<file path="src/rtl/lpf_pkg.sv">
// Shared types and constants for the subdivided first-order low-pass filter.
// Used by every module of the block; depends on nothing.
package lpf_pkg;

  localparam int OUT_BITS     = 24;
  localparam int SUB_BITS     = 7;
  localparam int SUB_CNT_BITS = 6;
  localparam int PAD_BITS     = 12;
  localparam int IDX_BITS     = 2;
  localparam int MAX_SUB      = 64;
  localparam int DECAY_Q18    = 253551;
  localparam int GAIN_Q18     = 5729;
  localparam int SUB_RESET    = 1;
  localparam int PAD_RESET    = 200;

  localparam logic [IDX_BITS-1:0] REG_DECAY = 2'd0;
  localparam logic [IDX_BITS-1:0] REG_GAIN  = 2'd1;
  localparam logic [IDX_BITS-1:0] REG_SUB   = 2'd2;
  localparam logic [IDX_BITS-1:0] REG_PAD   = 2'd3;

  // commands from the controller to the datapath
  typedef struct packed {
    logic capture;    // take the sample of the accepted item
    logic load;       // preload the integral with the sample
    logic clear_sum;  // start a new bin sum
    logic mul;        // form the products of one sub-step
    logic upd;        // fold products into the integral
    logic sum_add;    // add the integral to the bin sum
    logic emit;       // round, saturate and present the result
  } lpf_cmd_t;

  typedef struct packed {
    logic out_busy;   // output register holds a result not yet taken
  } lpf_stat_t;

endpackage

</file>
<file path="src/rtl/lpf_regs.sv">
// Configuration register file: decay, gain, sub-step count and padding bins.
// Depends on lpf_pkg.
module lpf_regs import lpf_pkg::*; #(
  parameter int COEF_FRAC_BITS = 18
) (
  input  logic                      clk,
  input  logic                      rst,
  input  logic                      cfg_valid,
  output logic                      cfg_ready,
  input  logic [IDX_BITS-1:0]       cfg_index,
  input  logic [COEF_FRAC_BITS-1:0] cfg_data,
  output logic [COEF_FRAC_BITS-1:0] decay,
  output logic [COEF_FRAC_BITS-1:0] gain,
  output logic [SUB_BITS-1:0]       sub_steps,
  output logic [PAD_BITS-1:0]       pad_bins
);

  localparam int F = COEF_FRAC_BITS;
  // reset coefficients are given in Q0.18; rescale to the configured precision
  localparam logic [63:0] DECAY_RST64 = (F >= 18) ? (64'(DECAY_Q18) << (F - 18))
                                                  : (64'(DECAY_Q18) >> (18 - F));
  localparam logic [63:0] GAIN_RST64  = (F >= 18) ? (64'(GAIN_Q18) << (F - 18))
                                                  : (64'(GAIN_Q18) >> (18 - F));

  assign cfg_ready = 1'b1;

  always_ff @(posedge clk) begin
    if (rst) begin
      decay     <= DECAY_RST64[F-1:0];
      gain      <= GAIN_RST64[F-1:0];
      sub_steps <= SUB_BITS'(SUB_RESET);
      pad_bins  <= PAD_BITS'(PAD_RESET);
    end else if (cfg_valid) begin
      unique case (cfg_index)
        REG_DECAY: decay     <= cfg_data;
        REG_GAIN:  gain      <= cfg_data;
        REG_SUB:   sub_steps <= cfg_data[SUB_BITS-1:0];
        REG_PAD:   pad_bins  <= cfg_data[PAD_BITS-1:0];
        default: ;
      endcase
    end
  end

endmodule

</file>
<file path="src/rtl/lpf_ctrl.sv">
// Controller: sequences padding bins and sub-steps, issues datapath commands.
// Depends on lpf_pkg.
module lpf_ctrl import lpf_pkg::*; (
  input  logic                clk,
  input  logic                rst,
  input  logic                in_valid,
  output logic                in_ready,
  input  logic                start_of_pulse,
  input  logic [SUB_BITS-1:0] sub_steps,
  input  logic [PAD_BITS-1:0] pad_bins,
  input  lpf_stat_t           stat,
  output lpf_cmd_t            cmd
);

  typedef enum logic [4:0] {
    ST_IDLE = 5'b00001,
    ST_MUL  = 5'b00010,
    ST_UPD  = 5'b00100,
    ST_SUM  = 5'b01000,
    ST_OUT  = 5'b10000
  } state_t;

  state_t                  state, state_next;
  logic [PAD_BITS-1:0]     pad_left, pad_left_next;
  logic [SUB_CNT_BITS-1:0] sub_cnt, sub_cnt_next;
  logic [SUB_CNT_BITS-1:0] sub_last;
  logic                    accept;

  // zero sub-steps acts as one, more than the maximum clamps
  always_comb begin
    if (sub_steps <= SUB_BITS'(1)) begin
      sub_last = '0;
    end else if (sub_steps > SUB_BITS'(MAX_SUB)) begin
      sub_last = SUB_CNT_BITS'(MAX_SUB - 1);
    end else begin
      sub_last = SUB_CNT_BITS'(sub_steps - SUB_BITS'(1));
    end
  end

  assign in_ready = (state == ST_IDLE);
  assign accept   = in_valid && in_ready;

  always_comb begin
    state_next    = state;
    pad_left_next = pad_left;
    sub_cnt_next  = sub_cnt;
    cmd           = '0;
    unique case (state)
      ST_IDLE: begin
        if (accept) begin
          cmd.capture   = 1'b1;
          cmd.load      = start_of_pulse;
          cmd.clear_sum = 1'b1;
          pad_left_next = start_of_pulse ? pad_bins : '0;
          sub_cnt_next  = '0;
          state_next    = ST_MUL;
        end
      end
      ST_MUL: begin
        cmd.mul     = 1'b1;
        // fold the previous sub-step's integral into the output bin
        cmd.sum_add = (pad_left == '0) && (sub_cnt != '0);
        state_next  = ST_UPD;
      end
      ST_UPD: begin
        cmd.upd = 1'b1;
        if (sub_cnt == sub_last) begin
          sub_cnt_next = '0;
          if (pad_left != '0) begin
            pad_left_next = pad_left - PAD_BITS'(1);
            state_next    = ST_MUL;
          end else begin
            state_next = ST_SUM;
          end
        end else begin
          sub_cnt_next = sub_cnt + SUB_CNT_BITS'(1);
          state_next   = ST_MUL;
        end
      end
      ST_SUM: begin
        cmd.sum_add = 1'b1;
        state_next  = ST_OUT;
      end
      ST_OUT: begin
        // hold until the output register is free
        if (!stat.out_busy) begin
          cmd.emit   = 1'b1;
          state_next = ST_IDLE;
        end
      end
      default: state_next = ST_IDLE;
    endcase
  end

  always_ff @(posedge clk) begin
    if (rst) begin
      state    <= ST_IDLE;
      pad_left <= '0;
      sub_cnt  <= '0;
    end else begin
      state    <= state_next;
      pad_left <= pad_left_next;
      sub_cnt  <= sub_cnt_next;
    end
  end

endmodule

</file>
<file path="src/rtl/lpf_dp.sv">
// Datapath: split integral-times-decay multiply, sample weighting, integral
// and bin-sum registers, rounding and output register. Depends on lpf_pkg.
module lpf_dp import lpf_pkg::*; #(
  parameter int SAMPLE_BITS    = 16,
  parameter int COEF_FRAC_BITS = 18
) (
  input  logic                         clk,
  input  logic                         rst,
  input  lpf_cmd_t                     cmd,
  output lpf_stat_t                    stat,
  input  logic signed [SAMPLE_BITS-1:0] sample,
  input  logic [COEF_FRAC_BITS-1:0]    decay,
  input  logic [COEF_FRAC_BITS-1:0]    gain,
  output logic signed [OUT_BITS-1:0]   filtered,
  output logic                         saturated,
  output logic                         out_valid,
  input  logic                         out_ready
);

  localparam int F   = COEF_FRAC_BITS;
  localparam int S   = SAMPLE_BITS;
  localparam int A   = S + F + 6;            // integral width
  localparam int VW  = A + 2;                // pre-saturation integral sum
  localparam int SW  = A + 6;                // bin sum over up to 64 sub-steps
  localparam int RW  = (SW + 1 - F > OUT_BITS) ? SW + 1 - F : OUT_BITS + 1;

  localparam logic signed [VW-1:0] ACC_MAX = {3'b000, {(A-1){1'b1}}};
  localparam logic signed [VW-1:0] ACC_MIN = ~ACC_MAX;
  localparam logic signed [RW-1:0] OUT_MAX = RW'((64'sd1 <<< (OUT_BITS - 1)) - 64'sd1);
  localparam logic signed [RW-1:0] OUT_MIN = ~OUT_MAX;

  logic signed [S-1:0]     smp;
  logic signed [A-1:0]     acc;
  logic signed [SW-1:0]    sum;
  logic signed [A:0]       p_hi;
  logic [F:0]              p_lo;
  logic signed [S+F:0]     p_in;
  logic [2*F:0]            lo_full;
  logic signed [VW-1:0]    v;
  logic signed [VW-1:0]    v_sat;
  logic signed [SW:0]      rsum;
  logic signed [RW+F-1:0]  rsum_ext;
  logic signed [RW-1:0]    r;
  logic signed [OUT_BITS-1:0] res;
  logic                    clip;

  assign stat.out_busy = out_valid && !out_ready;

  // low half product, rounded half up
  assign lo_full = (2*F+1)'(acc[F-1:0]) * (2*F+1)'(decay)
                   + ((2*F+1)'(1) << (F - 1));

  always_comb begin
    v = VW'(p_hi) + VW'($signed({1'b0, p_lo})) + VW'(p_in);
    if (v > ACC_MAX) begin
      v_sat = ACC_MAX;
    end else if (v < ACC_MIN) begin
      v_sat = ACC_MIN;
    end else begin
      v_sat = v;
    end
  end

  always_comb begin
    // add one half of the integer step, then floor
    rsum     = (SW+1)'(sum) + ((SW+1)'(1) << (F - 1));
    rsum_ext = (RW+F)'(rsum);
    r        = RW'(rsum_ext >>> F);
    clip     = 1'b0;
    if (r > OUT_MAX) begin
      res  = OUT_MAX[OUT_BITS-1:0];
      clip = 1'b1;
    end else if (r < OUT_MIN) begin
      res  = OUT_MIN[OUT_BITS-1:0];
      clip = 1'b1;
    end else begin
      res = r[OUT_BITS-1:0];
    end
  end

  always_ff @(posedge clk) begin
    if (cmd.capture) begin
      smp <= sample;
    end
    if (cmd.mul) begin
      p_hi <= $signed(acc[A-1:F]) * $signed({1'b0, decay});
      p_lo <= lo_full[2*F:F];
      p_in <= smp * $signed({1'b0, gain});
    end
    if (cmd.clear_sum) begin
      sum <= '0;
    end else if (cmd.sum_add) begin
      sum <= sum + SW'(acc);
    end
    if (cmd.emit) begin
      filtered  <= res;
      saturated <= clip;
    end
  end

  always_ff @(posedge clk) begin
    if (rst) begin
      acc       <= '0;
      out_valid <= 1'b0;
    end else begin
      if (cmd.load) begin
        acc <= {{6{sample[S-1]}}, sample, {F{1'b0}}};
      end else if (cmd.upd) begin
        acc <= v_sat[A-1:0];
      end
      if (cmd.emit) begin
        out_valid <= 1'b1;
      end else if (out_ready) begin
        out_valid <= 1'b0;
      end
    end
  end

endmodule

</file>
<file path="src/rtl/first_order_lowpass_subdivided.sv">
// Each accepted item runs one bin of N sub-steps, N = sub-steps per bin
// (clamped to 1..64); a pulse start first adds pad_bins padding bins of N sub-steps each.
// One item at a time: a new item is taken only after the last result is emitted. Each
// sub-step uses the shared multiply state, then an integral update; then bin sum and rounding.
// Reset: synchronous; registers take their default values, integral clears to zero.
module first_order_lowpass_subdivided import lpf_pkg::*; #(
  parameter int SAMPLE_BITS    = 16,
  parameter int COEF_FRAC_BITS = 18
) (
  input  logic                          clk,
  input  logic                          rst,
  input  logic                          in_valid,
  output logic                          in_ready,
  input  logic signed [SAMPLE_BITS-1:0] sample,
  input  logic                          start_of_pulse,
  output logic                          out_valid,
  input  logic                          out_ready,
  output logic signed [OUT_BITS-1:0]    filtered,
  output logic                          saturated,
  input  logic                          cfg_valid,
  output logic                          cfg_ready,
  input  logic [IDX_BITS-1:0]           cfg_index,
  input  logic [COEF_FRAC_BITS-1:0]     cfg_data
);

  logic [COEF_FRAC_BITS-1:0] decay;
  logic [COEF_FRAC_BITS-1:0] gain;
  logic [SUB_BITS-1:0]       sub_steps;
  logic [PAD_BITS-1:0]       pad_bins;
  lpf_cmd_t                  cmd;
  lpf_stat_t                 stat;

  lpf_regs #(
    .COEF_FRAC_BITS(COEF_FRAC_BITS)
  ) u_regs (
    .clk       (clk),
    .rst       (rst),
    .cfg_valid (cfg_valid),
    .cfg_ready (cfg_ready),
    .cfg_index (cfg_index),
    .cfg_data  (cfg_data),
    .decay     (decay),
    .gain      (gain),
    .sub_steps (sub_steps),
    .pad_bins  (pad_bins)
  );

  lpf_ctrl u_ctrl (
    .clk            (clk),
    .rst            (rst),
    .in_valid       (in_valid),
    .in_ready       (in_ready),
    .start_of_pulse (start_of_pulse),
    .sub_steps      (sub_steps),
    .pad_bins       (pad_bins),
    .stat           (stat),
    .cmd            (cmd)
  );

  lpf_dp #(
    .SAMPLE_BITS    (SAMPLE_BITS),
    .COEF_FRAC_BITS (COEF_FRAC_BITS)
  ) u_dp (
    .clk       (clk),
    .rst       (rst),
    .cmd       (cmd),
    .stat      (stat),
    .sample    (sample),
    .decay     (decay),
    .gain      (gain),
    .filtered  (filtered),
    .saturated (saturated),
    .out_valid (out_valid),
    .out_ready (out_ready)
  );

endmodule
</file>
<file path="config.mk">
export PLATFORM = sky130hd
export DESIGN_NAME = first_order_lowpass_subdivided
export DESIGN_NICKNAME = d
export VERILOG_FILES = /design/src/rtl/lpf_pkg.sv /design/src/rtl/lpf_regs.sv /design/src/rtl/lpf_ctrl.sv /design/src/rtl/lpf_dp.sv /design/src/rtl/first_order_lowpass_subdivided.sv
export SDC_FILE = /design/constraint.sdc
export NUM_CORES = 2
export LEC_CHECK = 0
export ABC_AREA = 0
export BUFFER_PORTS_ARGS = -buffer_cell sky130_fd_sc_hd__buf_2
export CORE_AREA = 2 2 311 313
export CTS_BUF_LIST = sky130_fd_sc_hd__clkbuf_16
export CTS_CLUSTER_DIAMETER = 50
export CTS_CLUSTER_SIZE = 8
export DETAILED_ROUTE_END_ITERATION = 8
export DIE_AREA = 0 0 313 315
export PLACE_DENSITY = 0.71
export REMOVE_ABC_BUFFERS = 1
export SLEW_MARGIN = 20
export SYNTH_ARGS = -nofsm -noshare
export SYNTH_HDL_FRONTEND = slang
export SYNTH_HIERARCHICAL = 1
export SYNTH_SLANG_ARGS = --single-unit
export TNS_END_PERCENT = 10
</file>
<file path="constraint.sdc">
create_clock -name clk -period 9.4 [get_ports clk]
set_input_delay 1.41 -clock clk [delete_from_list [all_inputs] [get_ports clk]]
set_output_delay 1.41 -clock clk [all_outputs]
set_load 0.01 [all_outputs]
</file>
==> reports/results.txt <==
status: complete, no violations
Hold Vio Cnt, Final: 0
Power per Cell Area: 244.0 nW/µm²
I/O Pins: 70
Clock Tree Buf Depth: 3
flop-to-flop setup slack: 1780 ps
Peak Freq: 131.2 MHz
Post-route DRC: 0
antenna violations before repair: 1
Core Area: 95710 µm²
largest net degree at the start of global routing: 72
PortBufs: 68
Post-synth EDFFs: 136
DR vias/cell: 5.571
WHS: 480.0 ps
unrepaired setup endpoints after global routing: no
Peak VDD IR: 0.6119 mV
first-pass GRT wire length: 217.9 mm
Netlist Area Pre-Place: 52150 µm²
Relative slew margins: 0.2252
vias in the first global route: 41110
die area: 98600 µm²
Synth Register Bits: 301
critical path peak fanout: 22
clock buffer count from CTS: 54
synth unique cells: 96
WP data arrival: 7980 ps
Critical R2R Capture: u_dp/p_lo[18]
GRT Total Usage: 0.2780
cells after synthesis: 5730
final setup vio count: 0
largest area contributor in the netlist: fa_1
Period Utilization, post-route: 0.8108
R2R depth: 22
clock sink total: 301
# nets final: 7095
Clock transition at path regs: 50 ps
Synth top area share: 0.3439
Area Growth Syn to Fin: 6.247%
MaxCap Viol Count: 0
reg-to-reg startpoint: u_regs/decay[9]
setup slack at placement: 1863 ps
initial core utilization: 0.5449
post-CTS setup buffer count: 0
Seq/Total Area, Yosys: 0.1416
total iterations of the first detailed-routing run: 5
Synth Flop Type: dfxtp_1
met3 Track Usage GR: 0.02954
syn_area_per_cell: 9.101 µm²
WS Path Type: reg2reg
most frequent CP cell: fa_1
CP max stage cell: dfxtp_1
Hold Startpoint: u_ctrl/pad_left[2]
post-cts gate resize count: 0
GR Util met1: 0.3606
layout cells sized above 1: 0.04522
CP top delay family: adder cells
Routed WL: 132.1 mm
Hold-fix buffers, CTS: 0
WHS Endpoint: u_ctrl/pad_left[2]
mean routed wirelength per cell: 18.85 µm
yosys warns: 6
GR Util met2: 0.4825
Row Count: 114
minimum period implied by the final worst setup slack: 7622 ps
leakage power: 27.92 nW
Crit path largest cell delay: 960 ps
crit path cell chain: buf_4, nand2_1, fa_1, inv_1, fa_1, inv_1, fa_1, inv_1, fa_1, fa_1, inv_1, fa_1, inv_1, ha_1, nand4_1, o311ai_1, a31oi_1, o31a_1, a21oi_1, nand2_1, o41ai_1, xnor2_1
DRT iter0 DRCs: 2473
WP data required: 9750 ps
class of the worst hold path: reg2reg
clk_skew: 21.40 ps
CTS tree: yes
via count: 39030
Slew Viols, Final: 0
worst hold stages: 1
ys async rst share: 0
global route hottest layer: met2
Clock Latency Late Sink: 620 ps
gp weighted congestion: 0.9149
most common cell in the netlist: inv_1
H-tree depth: 2
die span in y: 315 µm
HPWL after DPL: 105.2 mm
Worst-Margin Slew: 1161 ps
worst setup margin: 1778 ps
largest cells by area after synthesis: fa_1 34%, ha_1 11%, inv_1 8.1%
ANT nets after route: 0
CTS Root Cell: clkbuf_16
Overflow after GRT: 0
crit end category: flop
critical path buffer and inverter count: 6
most frequent cells after synthesis: 1123 x inv_1, 896 x fa_1, 592 x nand2_1
startpoint types: flop
Die W: 313 µm
[stage by stage]
| step | cell area, µm² | cells | util | power (W) | TNS [ps] |
|---|---|---|---|---|---|
| finish | 55410 | 7006 | 0.5789 | 0.01352 | 0 |
| global route | 55400 | 7004 | 0.5789 | 0.01497 | 0 |
| CTS | 55400 | 7004 | 0.5788 | 0.01353 | 0 |
| detailed placement | 53680 | 6905 | 0.5608 | 0.01157 | 0 |
| global placement | 53660 | 6904 | 0.5607 | 0.01140 | 0 |
| floorplan | 51160 | 5487 | - | 0.009368 | -42.71 |
[worst max path at each step]
stage / start / endpoint / slack (ps) / depth (start not counted)
2_1_floorplan: u_ctrl/pad_left[0] / u_dp/sum[39] / -40 / 12
3_3_place_gp: u_regs/decay[3] / u_dp/p_hi[39] / 1990 / 23
3_5_place_dp: u_regs/decay[9] / u_dp/p_lo[18] / 1860 / 22
4_1_cts: u_regs/decay[9] / u_dp/p_lo[18] / 1810 / 22
5_1_grt: u_regs/decay[9] / u_dp/p_lo[15] / 1380 / 25
6_report: u_regs/decay[9] / u_dp/p_lo[18] / 1780 / 22
[power by group]
group          switching (W)  internal [W]  total (W)
sequential          0.000180       0.00187    0.00205
clock               0.000709       0.00117    0.00188
combinational        0.00564       0.00395    0.00959
[flip-flops by register name, indices dropped and copies added (netlist names)]
name,cells
u_ctrl/state,5
u_dp/p_in,35
u_dp/saturated,1
u_dp/acc,40
u_regs/sub_steps,7
u_regs/decay,18
u_dp/sum,46
u_regs/pad_bins,12
u_dp/out_valid,1
u_ctrl/sub_cnt,6
u_dp/p_lo,19
u_ctrl/pad_left,12
u_dp/filtered,24
u_dp/smp,16
u_regs/gain,18
u_dp/p_hi,41
[layer usage]
metal	wire length, µm	share of wire
met2	64930	0.49
met3	7203	0.055
met4	5353	0.041
met5	0	0
met1	54570	0.41
[cells in the final DEF (no fill, tap or decap), drive strengths merged, types with 9 or more instances in the layout]
cell type	synthesis	final
inv	1123	1145
fa	896	896
nand2	592	592
and2	548	548
ha	472	472
nor2	214	214
a21oi	201	201
o21ai	179	179
dfxtp	165	165
buf	29	142
edfxtp	136	136
xnor2	116	116
mux2i	95	95
a21o	92	92
nand2b	79	79
nand3	72	72
xor2	70	70
clkbuf	214	57
nor3	51	51
nor2b	38	38
and3	31	31
nand4	29	29
o21bai	29	29
a31oi	29	29
o21a	21	21
a211oi	20	20
clkinv	1	16
o211ai	15	15
or3	12	12
o22ai	12	12
nor4	11	11
or2	10	10
a221oi	9	9
[logic make-up (layout without fill, tap and decap cells)]
logic type               Yosys count  in the layout  synth area share
AND/OR/NAND/NOR                 1718           1718            0.1661
other                              1              3        0.00007191
multiplexers                     101            101           0.01953
adder cells (fa/ha/maj)         1368           1368            0.4572
buffers and inverters           1367           1365           0.09997
flip-flops                       301            301            0.1416
AO/OA/AOI/OAI                    688            688           0.08426
XOR/XNOR                         186            186           0.03124
[area by class of cell]
| type | instances | area [µm²] |
|---|---|---|
| multi-input cells | 4062 | 39580 |
| flip-flops and latches | 301 | 7388 |
| well taps | 1276 | 1597 |
| diodes | 2 | 5.005 |
| fillers | 8426 | 40300 |
| clock inverters | 42 | 296.5 |
| inverters | 1124 | 4219 |
| repair buffers | 142 | 902.1 |
| clock buffers | 57 | 1426 |
(Power assumes the default switching activity.)
